**src/hdl/fspa_pkg.sv**
```systemverilog
// Shared types and constants for the fixed slot pool allocator.
// No dependencies; imported by fixed_slot_pool_allocator_unit.

package fspa_pkg;

   // Fixed field widths of the request, response and CSR ports
   localparam int SLOT_W      = 9;
   localparam int OFFSET_W    = 25;
   localparam int ARENAS_W    = 4;
   localparam int STATUS_W    = 2;
   localparam int OBJ_W       = 16;
   localparam int HDR_W       = 5;
   localparam int CSR_DATA_W  = 16;
   localparam int CSR_INDEX_W = 1;

   // Request kinds
   localparam logic KIND_ALLOC = 1'b0;
   localparam logic KIND_FREE  = 1'b1;

   // Response status codes
   localparam logic [STATUS_W-1:0] STATUS_OK        = 2'd0;
   localparam logic [STATUS_W-1:0] STATUS_EXHAUSTED = 2'd1;
   localparam logic [STATUS_W-1:0] STATUS_UNOPENED  = 2'd2;

   // CSR indexes
   localparam logic [CSR_INDEX_W-1:0] CSR_OBJECT_BYTES = 1'd0;
   localparam logic [CSR_INDEX_W-1:0] CSR_HEADER_BYTES = 1'd1;

   // Reset values of the CSRs
   localparam logic [OBJ_W-1:0] OBJ_RESET = 16'd16;
   localparam logic [HDR_W-1:0] HDR_RESET = 5'd16;

   typedef enum logic [7:0] {
      S_IDLE      = 8'b0000_0001,
      S_DIV       = 8'b0000_0010,
      S_FREE_RD   = 8'b0000_0100,
      S_FREE_CHK  = 8'b0000_1000,
      S_ALLOC_RD  = 8'b0001_0000,
      S_ALLOC_CHK = 8'b0010_0000,
      S_MUL       = 8'b0100_0000,
      S_RESP      = 8'b1000_0000
   } state_type;

endpackage

```
**src/hdl/fixed_slot_pool_allocator_unit.sv**
```systemverilog
// Fixed slot pool allocator: free bitmap memory, scan sequencer, offset multiply.
// Depends on fspa_pkg.
//
//  channel | ports                                  | handshake
//  --------+----------------------------------------+--------------------------------
//  request | req_kind, req_slot                     | taken when start && !busy
//  result  | rsp_status, rsp_granted_slot,          | rsp_valid high for one cycle,
//          | rsp_byte_offset, rsp_arenas_open       | no back-pressure
//  csr     | csr_write_en, csr_index, csr_wdata     | written on any edge with write_en
//
// Allocate: each arena word is read from the bitmap memory (one read port,
// registered read) and checked in turn, then the offset is multiplied and summed
// before rsp_valid; an empty pool goes straight to the multiply. Free: one
// compare-subtract per arena to split the slot number, then a read-modify-write.
// One request at a time; busy is high until the result cycle. Sync reset empties
// the pool at once; bitmap words are written in full when an arena opens.

module fixed_slot_pool_allocator_unit
   import fspa_pkg::*;
#(
   parameter int SLOTS_PER_ARENA = 40,
   parameter int MAX_ARENAS      = 8
) (
   input  logic                   clock,
   input  logic                   reset,
   input  logic                   start,
   output logic                   busy,
   input  logic                   req_kind,
   input  logic [SLOT_W-1:0]      req_slot,
   output logic                   rsp_valid,
   output logic [STATUS_W-1:0]    rsp_status,
   output logic [SLOT_W-1:0]      rsp_granted_slot,
   output logic [OFFSET_W-1:0]    rsp_byte_offset,
   output logic [ARENAS_W-1:0]    rsp_arenas_open,
   input  logic                   csr_write_en,
   input  logic [CSR_INDEX_W-1:0] csr_index,
   input  logic [CSR_DATA_W-1:0]  csr_wdata
);

   localparam int AW = (MAX_ARENAS > 1) ? $clog2(MAX_ARENAS) : 1;
   localparam int CW = $clog2(MAX_ARENAS + 1);
   localparam int BW = (SLOTS_PER_ARENA > 1) ? $clog2(SLOTS_PER_ARENA) : 1;
   localparam int SW = (SLOTS_PER_ARENA * MAX_ARENAS > 1) ?
                       $clog2(SLOTS_PER_ARENA * MAX_ARENAS) : 1;
   localparam int PW = SW + OBJ_W + 1;
   localparam int OW = PW + 1;

   localparam logic [SW-1:0]              SPA_SLOT  = SW'(SLOTS_PER_ARENA);
   localparam logic [SLOT_W-1:0]          SPA_REQ   = SLOT_W'(SLOTS_PER_ARENA);
   localparam logic [CW-1:0]              MAX_CNT   = CW'(MAX_ARENAS);
   localparam logic [SLOTS_PER_ARENA-1:0] WORD_ONE  = SLOTS_PER_ARENA'(1);
   localparam logic [SLOTS_PER_ARENA-1:0] WORD_OPEN = ~WORD_ONE;

   // Bitmap memory: one word per arena, 1 = slot free
   logic [SLOTS_PER_ARENA-1:0] free_map_mem [MAX_ARENAS];
   logic [SLOTS_PER_ARENA-1:0] rd_word_ff;
   logic                       mem_we;
   logic [AW-1:0]              mem_wa;
   logic [SLOTS_PER_ARENA-1:0] mem_wd;

   state_type             state_ff, state_in;
   logic [OBJ_W-1:0]      obj_ff, obj_in;
   logic [HDR_W-1:0]      hdr_ff, hdr_in;
   logic [CW-1:0]         open_ff, open_in;
   logic [SLOT_W-1:0]     req_slot_ff, req_slot_in;
   logic [SLOT_W-1:0]     rem_ff, rem_in;
   logic [CW-1:0]         cnt_ff, cnt_in;
   logic [AW-1:0]         arena_ff, arena_in;
   logic [SW-1:0]         base_ff, base_in;
   logic [SW-1:0]         slot_ff, slot_in;
   logic [PW-1:0]         prod_ff, prod_in;
   logic                  rsp_valid_ff, rsp_valid_in;
   logic [STATUS_W-1:0]   rsp_status_ff, rsp_status_in;
   logic [SLOT_W-1:0]     rsp_slot_ff, rsp_slot_in;
   logic [OFFSET_W-1:0]   rsp_offset_ff, rsp_offset_in;
   logic [ARENAS_W-1:0]   rsp_open_ff, rsp_open_in;

   // Lowest free slot in the word just read
   logic          word_found;
   logic [BW-1:0] word_first;

   always_comb begin
      word_found = |rd_word_ff;
      word_first = '0;
      for (int i = SLOTS_PER_ARENA - 1; i >= 0; i--) begin
         if (rd_word_ff[i]) begin
            word_first = BW'(i);
         end
      end
   end

   always_comb begin
      obj_in = obj_ff;
      hdr_in = hdr_ff;
      if (csr_write_en) begin
         unique case (csr_index)
            CSR_OBJECT_BYTES: obj_in = csr_wdata;
            CSR_HEADER_BYTES: hdr_in = csr_wdata[HDR_W-1:0];
            default: ;
         endcase
      end
   end

   always_comb begin
      state_in      = state_ff;
      open_in       = open_ff;
      req_slot_in   = req_slot_ff;
      rem_in        = rem_ff;
      cnt_in        = cnt_ff;
      arena_in      = arena_ff;
      base_in       = base_ff;
      slot_in       = slot_ff;
      prod_in       = prod_ff;
      rsp_valid_in  = 1'b0;
      rsp_status_in = rsp_status_ff;
      rsp_slot_in   = rsp_slot_ff;
      rsp_offset_in = rsp_offset_ff;
      rsp_open_in   = rsp_open_ff;
      mem_we        = 1'b0;
      mem_wa        = arena_ff;
      mem_wd        = rd_word_ff;

      unique case (state_ff)
         S_IDLE: begin
            if (start) begin
               req_slot_in = req_slot;
               if (req_kind == KIND_FREE) begin
                  rem_in   = req_slot;
                  cnt_in   = '0;
                  state_in = S_DIV;
               end else if (open_ff == '0) begin
                  // empty pool: open arena 0 and take its first slot
                  mem_we   = 1'b1;
                  mem_wa   = '0;
                  mem_wd   = WORD_OPEN;
                  slot_in  = '0;
                  open_in  = open_ff + CW'(1);
                  state_in = S_MUL;
               end else begin
                  arena_in = '0;
                  base_in  = '0;
                  state_in = S_ALLOC_RD;
               end
            end
         end

         S_DIV: begin
            if (cnt_ff == open_ff) begin
               rsp_valid_in  = 1'b1;
               rsp_status_in = STATUS_UNOPENED;
               rsp_slot_in   = '0;
               rsp_offset_in = '0;
               rsp_open_in   = ARENAS_W'(open_ff);
               state_in      = S_IDLE;
            end else if (rem_ff < SPA_REQ) begin
               arena_in = cnt_ff[AW-1:0];
               state_in = S_FREE_RD;
            end else begin
               rem_in = rem_ff - SPA_REQ;
               cnt_in = cnt_ff + CW'(1);
            end
         end

         S_FREE_RD: state_in = S_FREE_CHK;

         S_FREE_CHK: begin
            mem_we        = 1'b1;
            mem_wa        = arena_ff;
            mem_wd        = rd_word_ff | (WORD_ONE << rem_ff[BW-1:0]);
            rsp_valid_in  = 1'b1;
            rsp_status_in = STATUS_OK;
            rsp_slot_in   = req_slot_ff;
            rsp_offset_in = '0;
            rsp_open_in   = ARENAS_W'(open_ff);
            state_in      = S_IDLE;
         end

         S_ALLOC_RD: state_in = S_ALLOC_CHK;

         S_ALLOC_CHK: begin
            if (word_found) begin
               mem_we   = 1'b1;
               mem_wa   = arena_ff;
               mem_wd   = rd_word_ff & ~(WORD_ONE << word_first);
               slot_in  = base_ff + SW'(word_first);
               state_in = S_MUL;
            end else if (CW'(arena_ff) + CW'(1) == open_ff) begin
               if (open_ff == MAX_CNT) begin
                  rsp_valid_in  = 1'b1;
                  rsp_status_in = STATUS_EXHAUSTED;
                  rsp_slot_in   = '0;
                  rsp_offset_in = '0;
                  rsp_open_in   = ARENAS_W'(open_ff);
                  state_in      = S_IDLE;
               end else begin
                  // all open arenas full: open the next one
                  mem_we   = 1'b1;
                  mem_wa   = open_ff[AW-1:0];
                  mem_wd   = WORD_OPEN;
                  slot_in  = base_ff + SPA_SLOT;
                  open_in  = open_ff + CW'(1);
                  state_in = S_MUL;
               end
            end else begin
               arena_in = arena_ff + AW'(1);
               base_in  = base_ff + SPA_SLOT;
               state_in = S_ALLOC_RD;
            end
         end

         S_MUL: begin
            prod_in  = PW'(slot_ff) * (PW'(hdr_ff) + PW'(obj_ff));
            state_in = S_RESP;
         end

         S_RESP: begin
            rsp_valid_in  = 1'b1;
            rsp_status_in = STATUS_OK;
            rsp_slot_in   = SLOT_W'(slot_ff);
            rsp_offset_in = OFFSET_W'(OW'(prod_ff) + OW'(hdr_ff));
            rsp_open_in   = ARENAS_W'(open_ff);
            state_in      = S_IDLE;
         end

         default: state_in = S_IDLE;
      endcase
   end

   always_ff @(posedge clock) begin
      if (mem_we) begin
         free_map_mem[mem_wa] <= mem_wd;
      end
      rd_word_ff <= free_map_mem[arena_ff];
   end

   always_ff @(posedge clock) begin
      if (reset) begin
         state_ff     <= S_IDLE;
         obj_ff       <= OBJ_RESET;
         hdr_ff       <= HDR_RESET;
         open_ff      <= '0;
         rsp_valid_ff <= 1'b0;
      end else begin
         state_ff     <= state_in;
         obj_ff       <= obj_in;
         hdr_ff       <= hdr_in;
         open_ff      <= open_in;
         rsp_valid_ff <= rsp_valid_in;
      end
   end

   always_ff @(posedge clock) begin
      req_slot_ff   <= req_slot_in;
      rem_ff        <= rem_in;
      cnt_ff        <= cnt_in;
      arena_ff      <= arena_in;
      base_ff       <= base_in;
      slot_ff       <= slot_in;
      prod_ff       <= prod_in;
      rsp_status_ff <= rsp_status_in;
      rsp_slot_ff   <= rsp_slot_in;
      rsp_offset_ff <= rsp_offset_in;
      rsp_open_ff   <= rsp_open_in;
   end

   assign busy             = (state_ff != S_IDLE);
   assign rsp_valid        = rsp_valid_ff;
   assign rsp_status       = rsp_status_ff;
   assign rsp_granted_slot = rsp_slot_ff;
   assign rsp_byte_offset  = rsp_offset_ff;
   assign rsp_arenas_open  = rsp_open_ff;

endmodule
```
**config.mk**
```make
export PLATFORM = sky130hd
export DESIGN_NAME = fixed_slot_pool_allocator_unit
export DESIGN_NICKNAME = d
export VERILOG_FILES = /design/src/hdl/fspa_pkg.sv /design/src/hdl/fixed_slot_pool_allocator_unit.sv
export SDC_FILE = /design/constraint.sdc
export NUM_CORES = 1
export LEC_CHECK = 0
export BUFFER_PORTS_ARGS = -buffer_cell sky130_fd_sc_hd__buf_2
export CORE_MARGIN = 2
export CORE_UTILIZATION = 60
export CTS_CLUSTER_SIZE = 16
export DETAILED_ROUTE_END_ITERATION = 8
export PLACE_DENSITY = 0.77
export SYNTH_ARGS = -nofsm -noshare
export SYNTH_HDL_FRONTEND = slang
export SYNTH_SLANG_ARGS = --single-unit
```
**constraint.sdc**
```tcl
create_clock -name clock -period 15.15 [get_ports clock]
set_input_delay 0.7575 -clock clock [delete_from_list [all_inputs] [get_ports clock]]
set_output_delay 0.7575 -clock clock [all_outputs]
set_load 0.05 [all_outputs]
```
Yosys cells after proc, flatten, opt, wreduce, memory -nomap -nowiden:

Memories as Yosys holds them, arrays and structs flattened. A register that Yosys moved wholly into a read port is not among the register bits.
Cells that the tools add are included.
W data, S select, Z words.

* $add $sub $neg: 9
* $mul: 1
* $lt $le $gt $ge: 1
* eq/ne operators: 29
* shifts and indexed selects: 2
* multiplexer cells: 135
* bitwise operators: 4
* reductions and logical operators: 19

Operators with widths (number)
* $mux W40: 6
* $mux W6: 40
* $mux W9: 19
* $pmux W40 S3: 1
* $mux W25: 4
* $pmux W25 S4: 1
* $shl A1 B6 Y40 const A: 2
* $mux W4: 14
* $pmux W9 S2: 3
* $pmux W8 S6: 1
* $and A40 B40 Y40: 1
* $mux W8: 5
* $not A40 Y40: 1
* $or A40 B40 Y40: 1
* $reduce_or A40 Y1: 1
* $mux W3: 13
* $pmux W9 S4: 1
* $ne A2 B2 Y1 const B: 14
* $add A25 B5 Y25: 1
* $mul A9 B17 Y25: 1
* $mux W7: 3
* $add A5 B16 Y17: 1
* $pmux W4 S2: 2
* $reduce_and A5 Y1: 3
* other kinds (36): 61

* register bits: 142
* bits in writable memories: 320
* input port bits: 31
* output and inout bits: 42
* logic and storage cells: 217
* memories kept: 1

Memories
* free_map_mem: depth 8, width 40, read ports 1, clocked after memory_dff 1, write ports 1, line fixed_slot_pool_allocator_unit.sv:55 `logic [SLOTS_PER_ARENA-1:0] free_map_mem [MAX_ARENAS];`

Longest topological paths before layout:

* depth in word-level cells: 45
* mapped depth: 25

Least setup slack after synthesis:

OpenSTA, ideal clock, no wires.

* path kind: reg2reg
* start point: reg obj_ff[0]
* end point: reg prod_ff[24], data pin
* setup time: 0.262 ns
* arrival: 5.949 ns
* data required time: 14.888 ns
* slack: 8.939 ns
* stages on the path, launching flop included: 25
* path buffers: 0
* clock period less this slack: 6.211 ns
* path through: dfxtp_1 ha_1 fa_1 a21oi_1 o21bai_1 a21oi_1 nor2_1 nand3_1 xnor2_1 nand2_1 fa_1 inv_1 fa_1 inv_1 fa_1 inv_1 fa_1 ha_1 or3_1 o2111a_1 o31a_1 o31ai_1 a311o_1 a21oi_1 nand3b_1

* cells in the longest elaborated chain, start to end: 2

RTL lines
* from (decl): line fixed_slot_pool_allocator_unit.sv:62 `logic [OBJ_W-1:0] obj_ff, obj_in;`
* from (signal assigned): line fixed_slot_pool_allocator_unit.sv:245 `obj_ff <= obj_in;`
* $add A5 B16 Y17: line fixed_slot_pool_allocator_unit.sv:212 `prod_in = PW'(slot_ff) * (PW'(hdr_ff) + PW'(obj_ff));`
* $mul A9 B17 Y25: line fixed_slot_pool_allocator_unit.sv:212
* to (signal assigned): line fixed_slot_pool_allocator_unit.sv:259 `prod_ff <= prod_in;`
* to (decl): line fixed_slot_pool_allocator_unit.sv:71 `logic [PW-1:0] prod_ff, prod_in;`

No other way between the ends.
A chain may end at the register's enable or synchronous reset.

Worst setup path in the final report:

* start point: reg hdr_ff[1]
* end point: reg prod_ff[24], data pin

* cells in the longest elaborated chain, start to end: 2

RTL lines
* from (decl): line fixed_slot_pool_allocator_unit.sv:63 `logic [HDR_W-1:0] hdr_ff, hdr_in;`
* from (signal assigned): line fixed_slot_pool_allocator_unit.sv:246 `hdr_ff <= hdr_in;`
* $add A5 B16 Y17: line fixed_slot_pool_allocator_unit.sv:212
* $mul A9 B17 Y25: line fixed_slot_pool_allocator_unit.sv:212

No other way between the ends.

==> results.rst <==
.. list-table::
   :header-rows: 1

   * - Metric
     - Value
   * - Final core utilization
     - 0.6657
   * - Layout Area Growth over Synthesis
     - 10.30%
   * - Unique cell type count in the Yosys netlist
     - 76
   * - Final setup margin
     - approximately 8.1 ns
   * - Clock-pin slew of the registers on the worst-case setup and hold paths
     - approximately 0.060 ns
   * - Maximum ir drop on the vdd rail
     - roughly 0.12 mV
   * - Count of vias placed by the detailed router
     - between 15000 and 20000
   * - Postcts setup bufs
     - 0
   * - Number of cells upsized or downsized after cts
     - 0
   * - Setup_tns
     - 0 ns
   * - Post-route clock period utilization
     - 0.4679
   * - RR Endpoint
     - prod_ff[24]$_DFFE_PP_
   * - Category of the critical setup timing path
     - reg -> reg
   * - Setup violations, final
     - 0
   * - Terminating pin of the worst hold path
     - req_slot_ff[7]$_DFFE_PP_
   * - Startpoint of the most critical register-to-register path
     - hdr_ff[1]$_SDFFE_PP0P_
   * - Max-slew headroom
     - 0.1765
   * - GR Util All Layers
     - 0.2624
   * - Setup slack of the most critical reg-to-reg path
     - roughly 8 ns
   * - Initial Util
     - 0.6036
   * - Clock latency at the later pin of the worst-skew pair
     - about 0.6 ns
   * - Dominant register cell in the synthesized netlist
     - edfxtp_1
   * - Post-synth EDFFs
     - 425
   * - Data required time at the worst endpoint
     - 15.48 ns
   * - Max Clk Rate
     - between 100 and 150 MHz
   * - Input/output buffers
     - approximately 70
   * - Final design area excluding fillers
     - between 20000 and 30000 sq um
   * - Leakage power of the design
     - 0.01021 uW
   * - Detailed-placement wirelength estimate
     - between 30 and 40 mm
   * - Filler instances
     - around 3000
   * - Final weighted congestion in routability-driven placement
     - approximately 0.96
   * - Maximum count of clock buffers along a single path
     - 3
   * - Worst R2R Path Depth
     - 24
   * - Synth warnings
     - 0
   * - Net count of the finished layout
     - between 2000 and 2500
   * - H-tree depth reported by CTS
     - 2
   * - Number of standard cells after synthesis
     - approximately 2000
   * - Startpoint types
     - flop
   * - Count of endpoints failing hold in the final timing report
     - 0
   * - Hold path startpoint
     - req_slot[7]
   * - Core Area
     - around 43000 sq um
   * - Width of the chip
     - about 210 um
   * - Overall die area
     - 44720 sq um
   * - Io pins
     - 73
   * - Max-cap violations
     - 0
   * - Post-synthesis average cell area
     - 12.93 sq um
   * - Seq/Total Area, Yosys
     - 0.5515
   * - Worst min path class
     - in -> reg
   * - Total of hold buffers inserted after clock tree synthesis
     - 0
   * - Number of sinks handled by clock tree synthesis
     - approximately 500
   * - Die height
     - approximately 210 um
   * - Synth async-reset ratio
     - 0
   * - Clock tree root driver cell
     - clkbuf_16
   * - Hold Crit Depth
     - 1
   * - Number of flip-flops and latches in the synthesized netlist
     - about 500
   * - Cell area reported after detailed placement
     - about 27000 sq um
   * - Number of buffers added by the clock tree synthesis step
     - slightly below 50
   * - Setup slack after placement
     - a little over 8 ns
   * - Count of final max-slew check failures
     - 0
   * - Clock period minus worst slack
     - approximately 7 ns
   * - Arr. time, crit path
     - about 7.4 ns
   * - RSZ-0062 raised after global routing
     - false
   * - Post-Syn Nets
     - between 2000 and 2500
   * - DRC violation count after routing
     - 0
   * - Total overflow reported by the global router
     - 0
   * - Final worst clock skew
     - approximately 0.032 ns
   * - Endpoint kind of the worst setup timing path
     - flop
   * - Initial antenna violation count
     - 0
   * - Mean number of vias per cell
     - approximately 6.3
   * - Final wirelength
     - 56.84 mm
   * - Status
     - finished, final reports clean
   * - TritonCTS clock tree
     - yes
   * - DR pass1 iterations
     - 6
   * - Number of global-route vias before repair
     - about 17000
   * - Largest net degree at the start of global routing
     - 46
   * - Wire length per cell after detailed routing
     - 21.48 um
   * - Fraction of final layout cells sized beyond drive strength 1
     - 0.1524
   * - Antenna diode count
     - 0
   * - First-iteration detailed-routing DRC count
     - approximately 1800
   * - Peak fanout along the critical path
     - 9
   * - Actual transition at the worst max-transition pin
     - approximately 1.2 ns
   * - Cell Rows
     - 76
   * - First-pass GRT wire length
     - ~90 mm
   * - Total chip power
     - between 5000 and 6000 uW
   * - Final ANT Viol Nets
     - 0
   * - Power density over the cells
     - about 180 nW/um^2
   * - Cell Area, Synth
     - ~26000 sq um
==> cell usage after synthesis, drive strengths merged, types with 12 or more instances <==
library cell | number | area [sq um]
and3 | 14 | 87.58
mux4 | 80 | 1802
o21a | 24 | 180.2
mux2 | 40 | 450.4
dfxtp | 74 | 1481
nor2 | 110 | 412.9
clkbuf | 69 | 259.0
edfxtp | 425 | 12760
xor2 | 39 | 341.6
xnor2 | 35 | 306.5
o211ai | 12 | 90.09
a21oi | 117 | 589.3
fa | 108 | 2162
o31ai | 25 | 187.7
and2 | 65 | 406.6
ha | 63 | 788.3
a22o | 12 | 105.1
a31oi | 14 | 102.6
buf | 15 | 66.31
nor4 | 18 | 133.9
nor3 | 41 | 210.2
o21ai | 61 | 309.1
nand3 | 34 | 175.2
nor2b | 19 | 118.9
nand2 | 221 | 829.6
inv | 147 | 551.8
==> cell usage in the layout, fill, tap and decap left out, types with 14 or more instances in the layout <==
| master | Yosys | layout |
|---|---|---|
| buf_2 | 5 | 72 |
| edfxtp_1 | 425 | 425 |
| nor4_1 | 16 | 16 |
| o21ai_0 | 49 | 49 |
| a21oi_1 | 116 | 115 |
| nand2_1 | 221 | 221 |
| and3_1 | 14 | 14 |
| o21a_1 | 24 | 24 |
| fa_1 | 108 | 108 |
| nor2b_1 | 19 | 19 |
| clkbuf_16 | 0 | 49 |
| and2_1 | 65 | 65 |
| mux2_2 | 40 | 40 |
| nor2_1 | 110 | 104 |
| buf_4 | 1 | 24 |
| nor3_1 | 40 | 39 |
| inv_1 | 146 | 146 |
| nand3_1 | 33 | 33 |
| ha_1 | 63 | 63 |
| dfxtp_1 | 74 | 74 |
| o31ai_1 | 25 | 25 |
| xor2_1 | 39 | 39 |
| xnor2_1 | 35 | 35 |
| mux4_2 | 80 | 80 |
==> area by class of cell <==
cell class	count	area, sq um	share of cell area
sequential	499	14240	0.5000
multi-input combinational	1267	10780	0.3784
clock inverter	20	259.0	0.009092
inverter	147	551.8	0.01937
tap	546	683.2	0.02398
clock buffer	71	1429	0.05016
timing repair buffer	96	540.5	0.01897
==> worst max-delay path, stage by stage (launching register included) <==
cell	delay, ns
dfxtp_1	0.43
ha_1	0.28
a21o_1	0.18
a21oi_1	0.21
o21bai_1	0.08
a21oi_1	0.33
nor3_1	0.16
and3_1	0.22
xor2_1	0.64
nand2_1	0.18
fa_1	0.58
inv_1	0.05
fa_1	0.49
inv_1	0.06
fa_1	0.53
inv_1	0.05
fa_1	0.43
ha_1	0.34
inv_1	0.09
nor2_1	0.07
o31a_1	0.32
o31ai_1	0.56
a311o_1	0.32
a21oi_1	0.07
nand3b_1	0.16
==> cells by family after synthesis <==
kind of cell,share of synthesized area
compound gates,0.08018
xor+xnor,0.02509
fa+ha+maj,0.1142
buf+inv,0.03396
flops,0.5515
mux,0.08759
simple gates,0.1075
==> metal layers <==
metal  vias to the layer above  part of all wire  track usage
li1                       7375                 -            -
met5                         -                 0            0
met1                      8271              0.41       0.3630
met4                         0             0.029      0.09131
met2                       782              0.48       0.4288
met3                       129             0.080      0.04050
==> metrics by stage <==
step | hold WS [ns] | cells
after detailed placement | 0.4639 | 2555
after CTS | 0.3431 | 2646
after floorplan | 0.4064 | 1997
after global routing | 0.3520 | 2646
final | 0.3723 | 2646
after global placement | 0.4476 | 2555
==> state kept, by name, summed over array words and instances (netlist names), 5 cells and up <==
name,flops
free_map_mem,320
rd_word_ff,40
prod_ff,25
rsp_byte_offset,25
obj_ff,16
rem_ff,9
req_slot_ff,9
rsp_granted_slot,9
slot_ff,9
state_ff,8
base_ff,6
hdr_ff,5
==> worst max-delay path by stage <==
stage	from	end	slack [ns]	cells past startpoint
4_1_cts	hdr_ff[0]$_SDFFE_PP0P_	prod_ff[24]$_DFFE_PP_	8.11	24
6_report	hdr_ff[1]$_SDFFE_PP0P_	prod_ff[24]$_DFFE_PP_	8.06	24
2_1_floorplan	obj_ff[0]$_SDFFE_PP0P_	prod_ff[24]$_DFFE_PP_	8.94	24
3_5_place_dp	hdr_ff[0]$_SDFFE_PP0P_	prod_ff[24]$_DFFE_PP_	8.12	24
5_1_grt	hdr_ff[0]$_SDFFE_PP0P_	prod_ff[24]$_DFFE_PP_	7.64	24
3_3_place_gp	hdr_ff[1]$_SDFFE_PP0P_	prod_ff[24]$_DFFE_PP_	8.41	24
==> power by group <==
part / internal, uW / switching [uW]
clock: 756 / 508
combinational: 667 / 1050
sequential: 1960 / 181
(Power assumes the default switching activity.)
